===== src/sv/vccc_pkg.sv =====
// Shared types, codes and constants of the vector console channel controller.
package vccc_pkg;

  localparam int unsigned KEY_RING_DEPTH = 64;
  localparam int unsigned RING_AW = (KEY_RING_DEPTH > 1) ? $clog2(KEY_RING_DEPTH) : 1;

  localparam logic [2:0] OP_FUNCTION   = 3'd0;
  localparam logic [2:0] OP_OUTPUT     = 3'd1;
  localparam logic [2:0] OP_READ       = 3'd2;
  localparam logic [2:0] OP_QUEUE      = 3'd3;
  localparam logic [2:0] OP_ACTIVATE   = 3'd4;
  localparam logic [2:0] OP_DISCONNECT = 3'd5;

  localparam logic [2:0] ACT_NONE    = 3'd0;
  localparam logic [2:0] ACT_SET_X   = 3'd1;
  localparam logic [2:0] ACT_SET_Y   = 3'd2;
  localparam logic [2:0] ACT_CHARS   = 3'd3;
  localparam logic [2:0] ACT_DOT     = 3'd4;
  localparam logic [2:0] ACT_READ    = 3'd5;
  localparam logic [2:0] ACT_REFRESH = 3'd6;

  localparam logic [11:0] SEL_CHAR_S_L = 12'o7000;
  localparam logic [11:0] SEL_CHAR_M_L = 12'o7001;
  localparam logic [11:0] SEL_CHAR_L_L = 12'o7002;
  localparam logic [11:0] SEL_DOT_L    = 12'o7010;
  localparam logic [11:0] SEL_DOT_R    = 12'o7110;
  localparam logic [11:0] SEL_KEYIN    = 12'o7020;
  localparam logic [11:0] SEL_CHAR_S_R = 12'o7100;
  localparam logic [11:0] SEL_CHAR_M_R = 12'o7101;
  localparam logic [11:0] SEL_CHAR_L_R = 12'o7102;

  localparam logic [5:0] TOP_Y_MIN = 6'o70;
  localparam logic [5:0] TOP_X_MIN = 6'o60;

  localparam logic CFG_LEFT_OFFSET  = 1'b0;
  localparam logic CFG_RIGHT_OFFSET = 1'b1;

  typedef struct packed {
    logic [2:0]  operation;
    logic [11:0] word;
    logic [7:0]  key_code;
  } in_t;

  typedef struct packed {
    logic        accepted;
    logic [2:0]  action;
    logic [10:0] coordinate;
    logic [5:0]  char_high;
    logic [5:0]  char_low;
    logic [1:0]  font;
    logic [7:0]  read_data;
  } out_t;

  typedef struct packed {
    logic push;
    logic pop;
  } ring_ctrl_t;

  typedef struct packed {
    logic empty;
    logic full;
  } ring_stat_t;

endpackage


===== src/sv/vector_console_channel_controller.sv =====
// Top level of the vector console channel controller.
// Usage: each input word carries one channel access (function, output word,
// read, queue key, activate, disconnect) and yields exactly one result word.
// Both channels use valid/ready; the configuration port writes the left or
// right screen X offset with cfg_we_i, cfg_index_i and cfg_data_i.
// The result word is registered and valid the cycle after acceptance.
// Throughput: one word per cycle when not stalled, set by the single result
// register after the decode logic; the key ring port is read once per pop.
// While a result is held and out_ready_i is low, in_ready_o is low, so the
// pending result holds unchanged; an input word is taken in the same cycle
// that the held result is taken.
// Reset: modes, font, side, refresh flag, poll phase and ring pointers
// clear, the offsets return to 0 and 512; the key ring needs no clearing
// pass, since only written entries are ever read.
module vector_console_channel_controller (
  input  logic           clk_i,
  input  logic           rst_ni,
  input  logic           cfg_we_i,
  input  logic           cfg_index_i,
  input  logic [9:0]     cfg_data_i,
  input  logic           in_valid_i,
  output logic           in_ready_o,
  input  vccc_pkg::in_t  in_word_i,
  output logic           out_valid_o,
  input  logic           out_ready_i,
  output vccc_pkg::out_t out_word_o
);

  logic [9:0]  left_off_q, right_off_q;
  logic [11:0] mode_q, mode_d;
  logic [1:0]  font_q, font_d;
  logic        right_q, right_d;
  logic [1:0]  phase_q, phase_d;
  logic        refresh_q, refresh_d;
  logic        out_valid_q;
  logic        use_ring_q, use_ring_d;
  vccc_pkg::out_t res_q, res_d;

  vccc_pkg::ring_ctrl_t ring_ctrl;
  vccc_pkg::ring_stat_t ring_stat;
  logic [7:0]           ring_data;

  logic       in_fire;
  logic       is_char, is_dot;
  logic [5:0] top;
  logic [9:0] offset;

  assign in_ready_o = !out_valid_q || out_ready_i;
  assign in_fire    = in_valid_i && in_ready_o;

  assign is_char = (mode_q == vccc_pkg::SEL_CHAR_S_L) || (mode_q == vccc_pkg::SEL_CHAR_M_L) ||
                   (mode_q == vccc_pkg::SEL_CHAR_L_L) || (mode_q == vccc_pkg::SEL_CHAR_S_R) ||
                   (mode_q == vccc_pkg::SEL_CHAR_M_R) || (mode_q == vccc_pkg::SEL_CHAR_L_R);
  assign is_dot  = (mode_q == vccc_pkg::SEL_DOT_L) || (mode_q == vccc_pkg::SEL_DOT_R);
  assign top     = in_word_i.word[11:6];
  assign offset  = right_q ? right_off_q : left_off_q;

  always_comb begin
    logic accepted;
    accepted   = 1'b0;
    mode_d     = mode_q;
    font_d     = font_q;
    right_d    = right_q;
    phase_d    = phase_q;
    refresh_d  = refresh_q;
    use_ring_d = 1'b0;
    ring_ctrl  = '0;
    res_d      = '0;
    case (in_word_i.operation)
      vccc_pkg::OP_FUNCTION: begin
        accepted = 1'b1;
        case (in_word_i.word)
          vccc_pkg::SEL_DOT_L: begin
            font_d = 2'd0; right_d = 1'b0;
          end
          vccc_pkg::SEL_DOT_R: begin
            font_d = 2'd0; right_d = 1'b1;
          end
          vccc_pkg::SEL_CHAR_S_L: begin
            font_d = 2'd1; right_d = 1'b0;
          end
          vccc_pkg::SEL_CHAR_M_L: begin
            font_d = 2'd2; right_d = 1'b0;
          end
          vccc_pkg::SEL_CHAR_L_L: begin
            font_d = 2'd3; right_d = 1'b0;
          end
          vccc_pkg::SEL_CHAR_S_R: begin
            font_d = 2'd1; right_d = 1'b1;
          end
          vccc_pkg::SEL_CHAR_M_R: begin
            font_d = 2'd2; right_d = 1'b1;
          end
          vccc_pkg::SEL_CHAR_L_R: begin
            font_d = 2'd3; right_d = 1'b1;
          end
          vccc_pkg::SEL_KEYIN: begin
          end
          default: begin
            accepted = 1'b0;
          end
        endcase
        if (accepted) begin
          mode_d = in_word_i.word;
        end
      end
      vccc_pkg::OP_OUTPUT: begin
        if (is_char || is_dot) begin
          refresh_d = 1'b0;
          if (top >= vccc_pkg::TOP_Y_MIN) begin
            res_d.coordinate = {2'b00, in_word_i.word[8:0]};
            res_d.action     = is_dot ? vccc_pkg::ACT_DOT : vccc_pkg::ACT_SET_Y;
          end else if (top >= vccc_pkg::TOP_X_MIN) begin
            res_d.coordinate = {2'b00, in_word_i.word[8:0]} + {1'b0, offset};
            res_d.action     = vccc_pkg::ACT_SET_X;
          end else if (is_char) begin
            res_d.char_high = top;
            res_d.char_low  = in_word_i.word[5:0];
            res_d.action    = vccc_pkg::ACT_CHARS;
          end
        end
      end
      vccc_pkg::OP_READ: begin
        if (mode_q == vccc_pkg::SEL_KEYIN) begin
          res_d.action = vccc_pkg::ACT_READ;
          mode_d       = '0;
          if (in_word_i.key_code != 8'd0) begin
            res_d.read_data = in_word_i.key_code;
          end else if (!ring_stat.empty) begin
            phase_d = (phase_q >= 2'd2) ? 2'd0 : phase_q + 2'd1;
            if (phase_d == 2'd1) begin
              ring_ctrl.pop = 1'b1;
              use_ring_d    = 1'b1;
            end
          end
        end
      end
      vccc_pkg::OP_QUEUE: begin
        ring_ctrl.push = 1'b1;
      end
      vccc_pkg::OP_ACTIVATE: begin
        refresh_d = 1'b1;
      end
      vccc_pkg::OP_DISCONNECT: begin
        if (refresh_q) begin
          res_d.action = vccc_pkg::ACT_REFRESH;
          refresh_d    = 1'b0;
        end
      end
      default: begin
      end
    endcase
    res_d.accepted = accepted;
    res_d.font     = font_d;
    if (!in_fire) begin
      ring_ctrl = '0;
    end
  end

  vccc_key_ring u_key_ring (
    .clk_i       (clk_i),
    .rst_ni      (rst_ni),
    .ctrl_i      (ring_ctrl),
    .push_data_i (in_word_i.key_code),
    .stat_o      (ring_stat),
    .rd_data_o   (ring_data)
  );

  always_ff @(posedge clk_i or negedge rst_ni) begin
    if (!rst_ni) begin
      left_off_q  <= 10'd0;
      right_off_q <= 10'd512;
      mode_q      <= '0;
      font_q      <= '0;
      right_q     <= 1'b0;
      phase_q     <= '0;
      refresh_q   <= 1'b0;
      out_valid_q <= 1'b0;
      use_ring_q  <= 1'b0;
    end else begin
      if (cfg_we_i) begin
        case (cfg_index_i)
          vccc_pkg::CFG_LEFT_OFFSET:  left_off_q  <= cfg_data_i;
          vccc_pkg::CFG_RIGHT_OFFSET: right_off_q <= cfg_data_i;
          default: begin
          end
        endcase
      end
      if (in_fire) begin
        mode_q      <= mode_d;
        font_q      <= font_d;
        right_q     <= right_d;
        phase_q     <= phase_d;
        refresh_q   <= refresh_d;
        use_ring_q  <= use_ring_d;
        out_valid_q <= 1'b1;
      end else if (out_ready_i) begin
        out_valid_q <= 1'b0;
      end
    end
  end

  always_ff @(posedge clk_i) begin
    if (in_fire) begin
      res_q <= res_d;
    end
  end

  always_comb begin
    out_word_o = res_q;
    if (use_ring_q) begin
      out_word_o.read_data = ring_data;
    end
  end

  assign out_valid_o = out_valid_q;

endmodule


===== src/sv/vccc_key_ring.sv =====
// Key ring FIFO: memory with head and tail pointers and a registered read word.
module vccc_key_ring (
  input  logic                 clk_i,
  input  logic                 rst_ni,
  input  vccc_pkg::ring_ctrl_t ctrl_i,
  input  logic [7:0]           push_data_i,
  output vccc_pkg::ring_stat_t stat_o,
  output logic [7:0]           rd_data_o
);

  localparam int unsigned AW = vccc_pkg::RING_AW;

  logic [7:0]    mem_q [vccc_pkg::KEY_RING_DEPTH];
  logic [AW-1:0] head_q, head_d, tail_q, tail_d;
  logic [AW-1:0] head_next, tail_next;
  logic [7:0]    rd_q;

  assign head_next = (head_q == AW'(vccc_pkg::KEY_RING_DEPTH - 1)) ? '0 : head_q + 1'b1;
  assign tail_next = (tail_q == AW'(vccc_pkg::KEY_RING_DEPTH - 1)) ? '0 : tail_q + 1'b1;

  assign stat_o.empty = (head_q == tail_q);
  assign stat_o.full  = (head_next == tail_q);

  always_comb begin
    head_d = head_q;
    tail_d = tail_q;
    if (ctrl_i.push && !stat_o.full) begin
      head_d = head_next;
    end
    if (ctrl_i.pop) begin
      tail_d = tail_next;
    end
  end

  always_ff @(posedge clk_i or negedge rst_ni) begin
    if (!rst_ni) begin
      head_q <= '0;
      tail_q <= '0;
    end else begin
      head_q <= head_d;
      tail_q <= tail_d;
    end
  end

  always_ff @(posedge clk_i) begin
    if (ctrl_i.push && !stat_o.full) begin
      mem_q[head_q] <= push_data_i;
    end
    if (ctrl_i.pop) begin
      rd_q <= mem_q[tail_q];
    end
  end

  assign rd_data_o = rd_q;

endmodule

===== config.mk =====
export PLATFORM = sky130hd
export DESIGN_NAME = vector_console_channel_controller
export DESIGN_NICKNAME = d
export VERILOG_FILES = /design/src/sv/vccc_pkg.sv /design/src/sv/vector_console_channel_controller.sv /design/src/sv/vccc_key_ring.sv
export SDC_FILE = /design/constraint.sdc
export NUM_CORES = 1
export LEC_CHECK = 0
export BUFFER_PORTS_ARGS = -buffer_cell sky130_fd_sc_hd__buf_2
export CORE_AREA = 2 2 232 234
export CTS_CLUSTER_DIAMETER = 50
export DETAILED_ROUTE_END_ITERATION = 12
export DIE_AREA = 0 0 234 236
export GPL_ROUTABILITY_DRIVEN = 0
export GPL_TIMING_DRIVEN = 0
export PLACE_DENSITY = 0.65
export REMOVE_ABC_BUFFERS = 1
export SYNTH_ARGS = -nofsm -noshare
export SYNTH_HDL_FRONTEND = slang
export SYNTH_SLANG_ARGS = --single-unit

===== constraint.sdc =====
create_clock -name clk_i -period 3.99 [get_ports clk_i]
set_input_delay 0.5985 -clock clk_i [delete_from_list [all_inputs] [get_ports clk_i]]
set_output_delay 0.5985 -clock clk_i [all_outputs]
set_load 0.005 [all_outputs]

==> qor.csv, run 1 <==
metric,value,unit
outcome,"complete, but fails checks",
violations,negative hold slack,
skew,0.0286,ns
hp-class,input port to async pin,
cts_tree,yes,
drtIter0Drc,1180,
syn-instance-count,1320,
grt_setup_unrepaired,yes,
p_per_area,491,nW/µm²
hpwl,31800,µm
async_flop_share,0.0854,
drcViolationCount,0,
grt_pass1_vias,12700,
slew_violations,0,
dr.pass1.iters,6,
dp.cells,2004,
die_w,234,µm
coreArea,53100,µm²
viasPerCell,5.89,
end_kind,register,
root_buffer,clkbuf_16,
ys_ff_latch,609,
synth-warning-count,0,
cp-startpoint,u_key_ring.head_q[2]$_DFFE_PN0P_,
final_cells,2123,
start_util,0.472,
cp.arrival,4.14,ns
grt_max_degree,67,
final-setup-viol-count,0,
cts.htree.levels,3,
critical_path_class,register to register,
r2r-start,u_key_ring.head_q[2]$_DFFE_PN0P_,
tightestPinTransition,1.31,ns
cp_max_fo,17,
synth_edf_count,557,
relSlewSlack,0.128,
cts.clk_slew.worst_paths,0.06,ns
diodes,0,
routedWlPerCell,25.1,µm
grtUsageTotal,0.198,
cts_buffers,66,
synthFlopType,edfxtp_1,
holdWs,-0.00156,ns
p_leak,8.99,nW
fmax,253,MHz
synth-seq-area-share,0.720,
worstSkewPairLatency,0.60,ns
rows,85,
place_area,26100,µm²
io_buffers,77,
chipHeight,236,µm
grt_antenna_before_repair,0,
hold_violations,3,
ys_types,68,
drv_cap,0,
overflow,0,
period_share,0.990,
clock_path_buffers,3,
ir_drop,0.277,mV
grt_pass1_wl,81000,µm
cts_sinks,609,
critPathLaunchType,register,
ant_nets,0,
final_nets,1430,
fillers,4061,
wirelength,53400,µm
netlist_area,25000,µm²
design_area,28400,µm²
avgSynthCellArea,19.0,µm²
layout-drive-gt1-share,0.322,
io_pins,78,
die-area,55200,µm²
syn_to_final_growth,13.6,%
route.vias.total,12500,
critical_path_required,4.18,ns
min_period,3.95,ns
==> timing repair <==
item	4_1_cts	5_1_grt
setup buffers	0	0
hold buffers	0	0
setup endpoints to repair	487	334
pin swaps	0	1
gates cloned	0	1
gates resized for setup	47	1
==> worst max-delay path, stage by stage, from the launching register on <==
cell and delay [ns]:
dfrtp_2 0.71, nand3_2 0.51, or3_1 0.51, o211ai_1 0.13
a311o_1 0.34, o21ai_4 0.24, nor3_1 1.09
==> power by group <==
group | switching [W] | internal (W)
clock | 0.00242 | 0.00351
combinational | 0.000621 | 0.000250
sequential | 0.000113 | 0.00705
==> placed cells by master (no fill, tap or decap), types with 8 or more instances in the layout <==
cell type  synthesis  final
mux4_2           154    154
nor4_2             1      9
a21oi_1           29     29
clkbuf_16          0     67
nor3_2             0     48
o21ai_0           10     10
nor2_1            44     44
mux2_2            41     41
nand3_1           16     15
ha_1              11     11
buf_2             33     77
buf_4             34     10
nor3_1            61     12
dfrtp_1           51     46
and2_1            24     24
o22ai_1            8      8
mux2i_1           13     13
edfxtp_1         557    557
xnor2_1            8      8
xor2_1            13     13
nand2_1           53     53
clkbuf_1          24     22
o211ai_1           8      8
nor2b_1            9      9
inv_1              9      8
==> metrics by stage <==
step / utilization / setup slack [ns] / power (W) / setup TNS [ns]
5_1_grt: 0.536 / -0.0506 / 0.0144 / -0.899
2_1_floorplan: - / -5.19 / 0.00768 / -2702.39
4_1_cts: 0.535 / 0.00394 / 0.0141 / 0
3_3_place_gp: 0.484 / -9.67 / 0.00803 / -4979.72
6_report: 0.536 / 0.0390 / 0.0140 / 0
3_5_place_dp: 0.492 / -0.798 / 0.00809 / -256.71
==> per-layer routing <==
layer | track usage | up-vias | routed length, µm
li1 | - | 5449 | -
met1 | 0.289 | 6599 | 23500
met2 | 0.304 | 398 | 25400
met3 | 0.0403 | 67 | 3500
met4 | 0.0577 | 0 | 1010
met5 | 0 | - | 0
==> kinds of logic (layout without fill, tap and decap cells) <==
family	count (synthesis)	in the layout	synth area share
XOR/XNOR	21	21	0.00735
multiplexers	210	210	0.163
AO/OA/AOI/OAI	93	94	0.0243
flip-flops	609	609	0.720
AND/OR/NAND/NOR	258	258	0.0535
adder cells (fa/ha/maj)	14	14	0.00710
buffers and inverters	115	221	0.0246
==> Yosys cell counts (13+ instances only) <==
master	instances	area share
mux2_2	41	0.018
buf_1	13	0.0019
mux2i_1	13	0.0052
nor3_1	61	0.012
mux4_2	154	0.14
buf_2	33	0.0066
nor2_1	44	0.0066
nand3_1	16	0.0032
dfrtp_1	51	0.051
xor2_1	13	0.0045
clkbuf_1	24	0.0036
a21oi_1	29	0.0058
buf_4	34	0.010
edfxtp_1	557	0.67
and2_1	24	0.0060
nor4_1	14	0.0035
nand2_1	53	0.0079
==> worst paths after layout <==
path | endpoint | slack, ns | depth (start not counted)
min | out_valid_o$_DFFE_PN0P_ | -0.002 | 1
min reg2reg | mode_q[5]$_DFFE_PN0P_ | 0.48 | 1
max in group asynchronous | u_key_ring.tail_q[0]$_DFFE_PN0P_ | 3.42 | 2
max | u_key_ring.mem_q[2][3]$_DFFE_PP_ | 0.04 | 6
min in group clk_i | right_off_q[9]$_DFFE_PN1P_ | 0.27 | 2
max reg2reg | u_key_ring.mem_q[2][3]$_DFFE_PP_ | 0.04 | 6
==> cell type report <==
cell class,instances,area (µm²),area share
flip-flops and latches,609,18000,0.634
inverters,9,33.8,0.00119
clock inverters,26,305,0.0107
clock buffers,90,1770,0.0623
multi-input cells,597,6720,0.236
repair buffers,96,693,0.0244
well taps,696,871,0.0306
==> registers in the layout (all words and copies together) (netlist names) <==
register / flops
use_ring_q: 1
phase_q: 2
u_key_ring.rd_data_o: 8
left_off_q: 10
u_key_ring.mem_q: 512
out_valid_o: 1
u_key_ring.head_q: 6
refresh_q: 1
font_q: 2
res_q: 8
right_q: 1
out_word_o: 29
right_off_q: 10
u_key_ring.tail_q: 6
mode_q: 12
No activity file was read; power rests on OpenSTA's default activity.
==> inputs of run 2 (changes only) <==
--- a/config.mk
+++ b/config.mk
@@ -13,6 +13,7 @@
 export GPL_ROUTABILITY_DRIVEN = 0
 export GPL_TIMING_DRIVEN = 0
 export PLACE_DENSITY = 0.65
+export RECOVER_POWER = 100
 export REMOVE_ABC_BUFFERS = 1
 export SYNTH_ARGS = -nofsm -noshare
 export SYNTH_HDL_FRONTEND = slang
==> run 2 against run 1 <==
Net effect:
- the run ends with max-capacitance violations, max-slew violations left
- sequential share of layout area rose by 0.22 points
- clock skew rose by 0.00088 ns
- first-iteration DRC count fell by 3.6%
- combinational power fell by 1%
- design area fell by 0.34%
- largest cell class unchanged
- largest power group unchanged
==> qor.csv, run 2 (synthesis results as in run 1) <==
metric,value,unit,change
largest_reg_flops,512,,unchanged
start_util,0.472,,unchanged
regMostFlops,u_key_ring.mem_q,,
layout.cells.most_common,edfxtp_1,,
p_leak,8.86,nW,-1.5%
hp-class,input port to async pin,,
final_cell_mix,"edfxtp_1, mux4_2, clkbuf_16",,
slew_violations,578,,+578
path_delay_family,simple AND/OR/NAND/NOR gates,,
ant_nets,0,,unchanged
fmax,252,MHz,-0.56%
coreArea,53100,µm²,unchanged
cts_sinks,609,,unchanged
io_pins,78,,unchanged
route.vias.total,12500,,-0.35%
hpwl,31800,µm,unchanged
cts_buffers,66,,unchanged
cts.htree.levels,3,,unchanged
die_w,234,µm,unchanged
diodes,0,,unchanged
postCtsSetupRepairBufs,0,,unchanged
final_nets,1430,,unchanged
ir_drop,0.275,mV,-0.42%
drcViolationCount,0,,unchanged
place_area,26100,µm²,unchanged
die-area,55200,µm²,unchanged
holdWs,0.247,ns,+0.248 ns
layout-drive-gt1-share,0.291,,-0.0308
dr.pass1.iters,5,,-1
critPathSlowestCell,nor3_1,,
final-setup-viol-count,0,,unchanged
outcome,"complete, but fails checks",,
viasPerCell,5.87,,-0.35%
critical_path_class,register to register,,
cts.clk_slew.worst_paths,0.06,ns,about the same
routedWlPerCell,25.2,µm,+0.31%
p_per_area,493,nW/µm²,+0.39%
overflow,0,,unchanged
syn_to_final_growth,13.2,%,
critical_path_required,4.18,ns,about the same
drv_cap,10,,+10
clock_path_buffers,3,,unchanged
cp_max_fo,17,,unchanged
grt_pass1_vias,12700,,unchanged
grt_pass1_wl,81000,µm,unchanged
root_buffer,clkbuf_16,,
end_kind,register,,
skew,0.0295,ns,+0.000882 ns
rows,85,,unchanged
period_share,0.996,,+0.00559
grt_antenna_before_repair,0,,unchanged
path_buf_inv,0,,unchanged
grtUsageTotal,0.198,,unchanged
worstSkewPairLatency,0.59,ns,about the same
relSlewSlack,-1.16,,-1.29
design_area,28300,µm²,-0.34%
cp.arrival,4.16,ns,+0.02 ns
critPathLaunchType,register,,
violations,"max-capacitance violations, max-slew violations",,
wirelength,53600,µm,+0.31%
grt_setup_unrepaired,yes,,
io_buffers,77,,unchanged
crit_path_max_incr_delay,1.08,ns,about the same
crit_path_cell_trace,nand3_2 > or3_1 > o211ai_1 > a311o_1 > o21ai_4 > nor3_1,,
tightestPinTransition,3.24,ns,+1.94 ns
chipHeight,236,µm,unchanged
cts_tree,yes,,
drtIter0Drc,1137,,-3.6%
hold_violations,0,,-3
grt_max_degree,67,,unchanged
min_period,3.97,ns,+0.0223 ns
==> run 2: stage by stage <==
step	util	setup TNS, ns	std cells	setup slack [ns]	total power (W)
2_1_floorplan	-	-2702.39	1214	-5.19	0.00768
3_3_place_gp	0.484	-4979.72	1987	-9.67	0.00803
3_5_place_dp	0.492	-256.71	2004	-0.798	0.00809
4_1_cts	0.535	0	2120	0.00394	0.0141
5_1_grt	0.534	-0.899	2123	-0.0506	0.0144
6_report	0.534	0	2123	0.0167	0.0140
==> run 2: final timing paths <==
path	slack [ns]	cells past startpoint	from	endpoint
max	0.02	6	u_key_ring.head_q[2]$_DFFE_PN0P_	u_key_ring.mem_q[2][3]$_DFFE_PP_
min	0.25	1	rst_ni	out_valid_o$_DFFE_PN0P_
max reg2reg	0.02	6	u_key_ring.head_q[2]$_DFFE_PN0P_	u_key_ring.mem_q[2][3]$_DFFE_PP_
min reg2reg	0.48	1	mode_q[2]$_DFFE_PN0P_	mode_q[2]$_DFFE_PN0P_
max in group asynchronous	1.27	2	rst_ni	u_key_ring.tail_q[0]$_DFFE_PN0P_
min in group clk_i	0.27	2	cfg_data_i[9]	right_off_q[9]$_DFFE_PN1P_
==> run 2: area by class of cell <==
type	instances	area, µm²
multi-input combinational	597	6710
sequential	609	18000
timing repair buffer	96	614
clock inverter	26	305
clock buffer	90	1770
tap	696	871
fill	4080	24700
inverter	9	33.8
==> run 2: power by group <==
group          switching (W)  leakage [nW]  internal (W)
Clock                0.00243          1.01       0.00351
Combinational       0.000619          2.17      0.000241
Sequential          0.000115          5.68       0.00706
Total                0.00316          8.86        0.0108
==> run 2: per-layer routing <==
metal  global-route usage  part of all wire  vias up
met3               0.0403             0.060       68
met1                0.289              0.44     6598
met5                    0                 0        -
met2                0.304              0.48      365
met4               0.0577             0.019        0
li1                     -                 -     5438
==> run 2: timing repair <==
item	CTS	global route
pin swaps	0	1
hold buffers	0	0
resized for setup	47	1
gates cloned	0	1
setup endpoints to repair	487	334
==> inputs of run 3 (changes only) <==
--- a/config.mk
+++ b/config.mk
@@ -17,4 +17,5 @@
 export REMOVE_ABC_BUFFERS = 1
 export SYNTH_ARGS = -nofsm -noshare
 export SYNTH_HDL_FRONTEND = slang
+export SYNTH_HIERARCHICAL = 1
 export SYNTH_SLANG_ARGS = --single-unit
==> run 3 against run 2 <==
Net effect:
- the run ends with max-capacitance violations, max-slew violations, negative setup slack left
- sequential power down 0.8%
- count of clock-buffer cells in the layout down 16
- first-iteration DRC count up 8.8%
- non-clock buffer count down 8
- utilization down 0.63 points
- synthesized area up 0.49%
- critical path type unchanged
- cell count up 2.8%
- largest power group unchanged
- critical path depth up 1
==> qor.csv, run 3 <==
metric,value,unit,change
netlist_area,25200,µm²,+0.49%
grt_max_degree,69,,+3.0%
synth_top_area_frac,0.665,,-0.00329
place_area,26000,µm²,-0.35%
die_w,234,µm,unchanged
grtUsageTotal,0.194,,-0.00371
chipHeight,236,µm,unchanged
regMostFlops,u_key_ring/mem_q,,
fillers,4134,,+1.3%
p_per_area,475,nW/µm²,-3.7%
layout-drive-gt1-share,0.235,,-0.0560
synth.largest_area_cell,edfxtp_1,,
syn-instance-count,1398,,+5.9%
synth_top_family_by_area,multiplexers,,
cts.htree.levels,2,,-1
overflow,0,,unchanged
drtIter0Drc,1237,,+8.8%
drv_cap,7,,-3
wirelength,52800,µm,-1.4%
syn_to_final_growth,11.3,%,
relSlewSlack,-1.11,,+0.0526
synth_compound_area_frac,0.0487,,+0.0243
design_area,28000,µm²,-1.2%
met1_usage,0.284,,-0.00508
io_buffers,77,,unchanged
viasPerCell,5.94,,+1.1%
synth_most_common_cell,edfxtp_1,,
synth_xor_area_frac,0.00592,,-0.00143
synth.area.mux_share,0.134,,-0.0292
largest_reg_flops,512,,unchanged
cp-startpoint,out_valid_o$_DFFE_PN0P_,,
synthFlopType,edfxtp_1,,
critical_path_required,4.22,ns,+0.04 ns
start_util,0.474,,+0.00233
outcome,"complete, but fails checks",,
route.vias.total,13000,,+3.9%
top_usage_layer,met2,,
synthAdderAreaFrac,0.00706,,-0.0000349
min_path_cells,2,,
cts_tree,yes,,
rr_worst_depth,7,,+1
violations,"max-capacitance violations, max-slew violations, negative setup slack",,
tightestPinTransition,3.17,ns,-0.0789 ns
synth_edf_count,557,,unchanged
r2r_slack,-0.20,ns,-0.22 ns
final-setup-viol-count,16,,+16
synthTopCellsByArea,"edfxtp_1, mux4_2, dfrtp_1",,
synth-warning-count,6,,+6
coreArea,53100,µm²,unchanged
seqCellArea,18000,µm²,unchanged
ant_nets,0,,unchanged
met2_usage,0.297,,-0.00697
avgSynthCellArea,18.0,µm²,-5.1%
cts.clk_slew.worst_paths,0.06,ns,about the same
async_flop_share,0.0854,,unchanged
fmax,239,MHz,-5.1%
cts_buffers,60,,-9.1%
ys_ff_latch,609,,unchanged
endpoint,u_key_ring/mem_q[46][6]$_DFFE_PP_,,
p_leak,8.76,nW,-1.1%
critPathLaunchType,register,,
hold_violations,0,,unchanged
period_share,1.05,,+0.0541
rows,85,,unchanged
grt_pass1_wl,80500,µm,-0.61%
dr.pass1.iters,5,,unchanged
grt_setup_unrepaired,yes,,
r2r-start,out_valid_o$_DFFE_PN0P_,,
cp_max_fo,9,,-8
root_buffer,clkbuf_16,,
critical_path_class,register to register,,
min_period,4.19,ns,+0.216 ns
synth_simple_gate_area_frac,0.0621,,+0.00864
worstSkewPairLatency,0.62,ns,+0.03 ns
skew,0.0330,ns,+0.00348 ns
ys_types,72,,+5.9%
final_cells,2182,,+2.8%
hpwl,31200,µm,-2.1%
final_nets,1492,,+4.3%
hp-class,input port to register,,
drcViolationCount,0,,unchanged
synth_common_cells,"edfxtp_1, mux4_2, nor2_1",,
die-area,55200,µm²,unchanged
slew_violations,438,,-24%
routedWlPerCell,24.2,µm,-4.1%
layout.cells.most_common,edfxtp_1,,
cts_sinks,609,,unchanged
met3_usage,0.0369,,-0.00338
diodes,0,,unchanged
fin_ws,-0.199,ns,-0.216 ns
grt_antenna_before_repair,0,,unchanged
io_pins,78,,unchanged
dp.cells,2071,,+3.3%
end_kind,register,,
clock_path_buffers,3,,unchanged
grt_pass1_vias,12800,,+0.97%
reg2reg_to,u_key_ring/mem_q[46][6]$_DFFE_PP_,,
cp.arrival,4.42,ns,+0.26 ns
final_cell_mix,"edfxtp_1, mux4_2, nor2_1",,
ir_drop,0.374,mV,+36%
multi_input_area,6710,µm²,unchanged
synth-seq-area-share,0.717,,-0.00355
## run 3: cell types whose count changed after synthesis, moves of 9 or more
| cell | delta |
|---|---|
| nor2_1 | +35 |
| o221ai_1 | +10 |
| a22o_1 | +9 |
| nor2b_1 | +21 |
| mux4_2 | -34 |
| nor3_1 | -13 |
| a22oi_1 | +21 |
| buf_2 | -11 |
| nor4_1 | -9 |
## run 3: worst min-delay path by stage
| stage | from | to | slack (ns) |
|---|---|---|---|
| 6_report | in_valid_i | out_valid_o$_DFFE_PN0P_ | 0.20 |
| 5_1_grt | in_valid_i | out_valid_o$_DFFE_PN0P_ | 0.19 |
| 3_5_place_dp | font_q[0]$_DFFE_PN0P_ | font_q[0]$_DFFE_PN0P_ | 0.47 |
| 3_3_place_gp | mode_q[10]$_DFFE_PN0P_ | mode_q[10]$_DFFE_PN0P_ | 0.45 |
| 2_1_floorplan | rst_ni | font_q[0]$_DFFE_PN0P_ | 0.30 |
| 4_1_cts | in_valid_i | out_valid_o$_DFFE_PN0P_ | 0.16 |
## run 3: cells by family after synthesis
logic type               Yosys count
flip-flops                       609
multiplexers                     181
adder cells (fa/ha/maj)           14
AND/OR/NAND/NOR                  301
XOR/XNOR                          17
buffers and inverters            117
AO/OA/AOI/OAI                    159
## run 3: metal layers
metal | part of all wire | vias up
met3 | 0.068 | 90
met5 | 0 | -
met1 | 0.43 | 6735
met2 | 0.48 | 443
met4 | 0.025 | 0
li1 | - | 5692
## run 3: stage by stage
stage	hold slack, ns	total power [W]	utilization	setup TNS, ns	setup slack [ns]
after floorplan	0.303	0.00769	-	-1646.76	-3.54
after global placement	0.449	0.00796	0.486	-3095.78	-6.53
after detailed placement	0.468	0.00799	0.490	-60.50	-0.646
after CTS	0.164	0.0134	0.527	-8.28	-0.243
after global routing	0.189	0.0138	0.528	-12.44	-0.393
final	0.198	0.0133	0.528	-3.07	-0.199
## run 3: layout make-up
class                   instances  area share
clock buffers                  74      0.0555
clock inverters                33      0.0102
inverters                       9     0.00121
multi-input cells             673       0.239
flip-flops and latches        609       0.644
well taps                     696      0.0311
repair buffers                 88      0.0185
## run 3: worst max-delay path: stages, from the launching register on
cell and delay [ns]:
dfrtp_1 0.37, nand2b_1 0.12, nand2_1 0.23, nor4_2 0.49, buf_4 0.29, nor2b_1 0.47, nand3_1 0.66, nor3_1 1.16
## run 3: where the power goes
part | internal (W) | switching, W | total [W]
Clock | 0.00302 | 0.00233 | 0.00534
Combinational | 0.000218 | 0.000627 | 0.000845
Sequential | 0.00705 | 0.0000746 | 0.00712
## run 3: repair_timing
item | CTS | global route
setup endpoints to repair | 248 | 380
hold buffers | 0 | 0
resized for setup | 27 | 19
buffers inserted | 0 | 2
gates cloned | 1 | 0
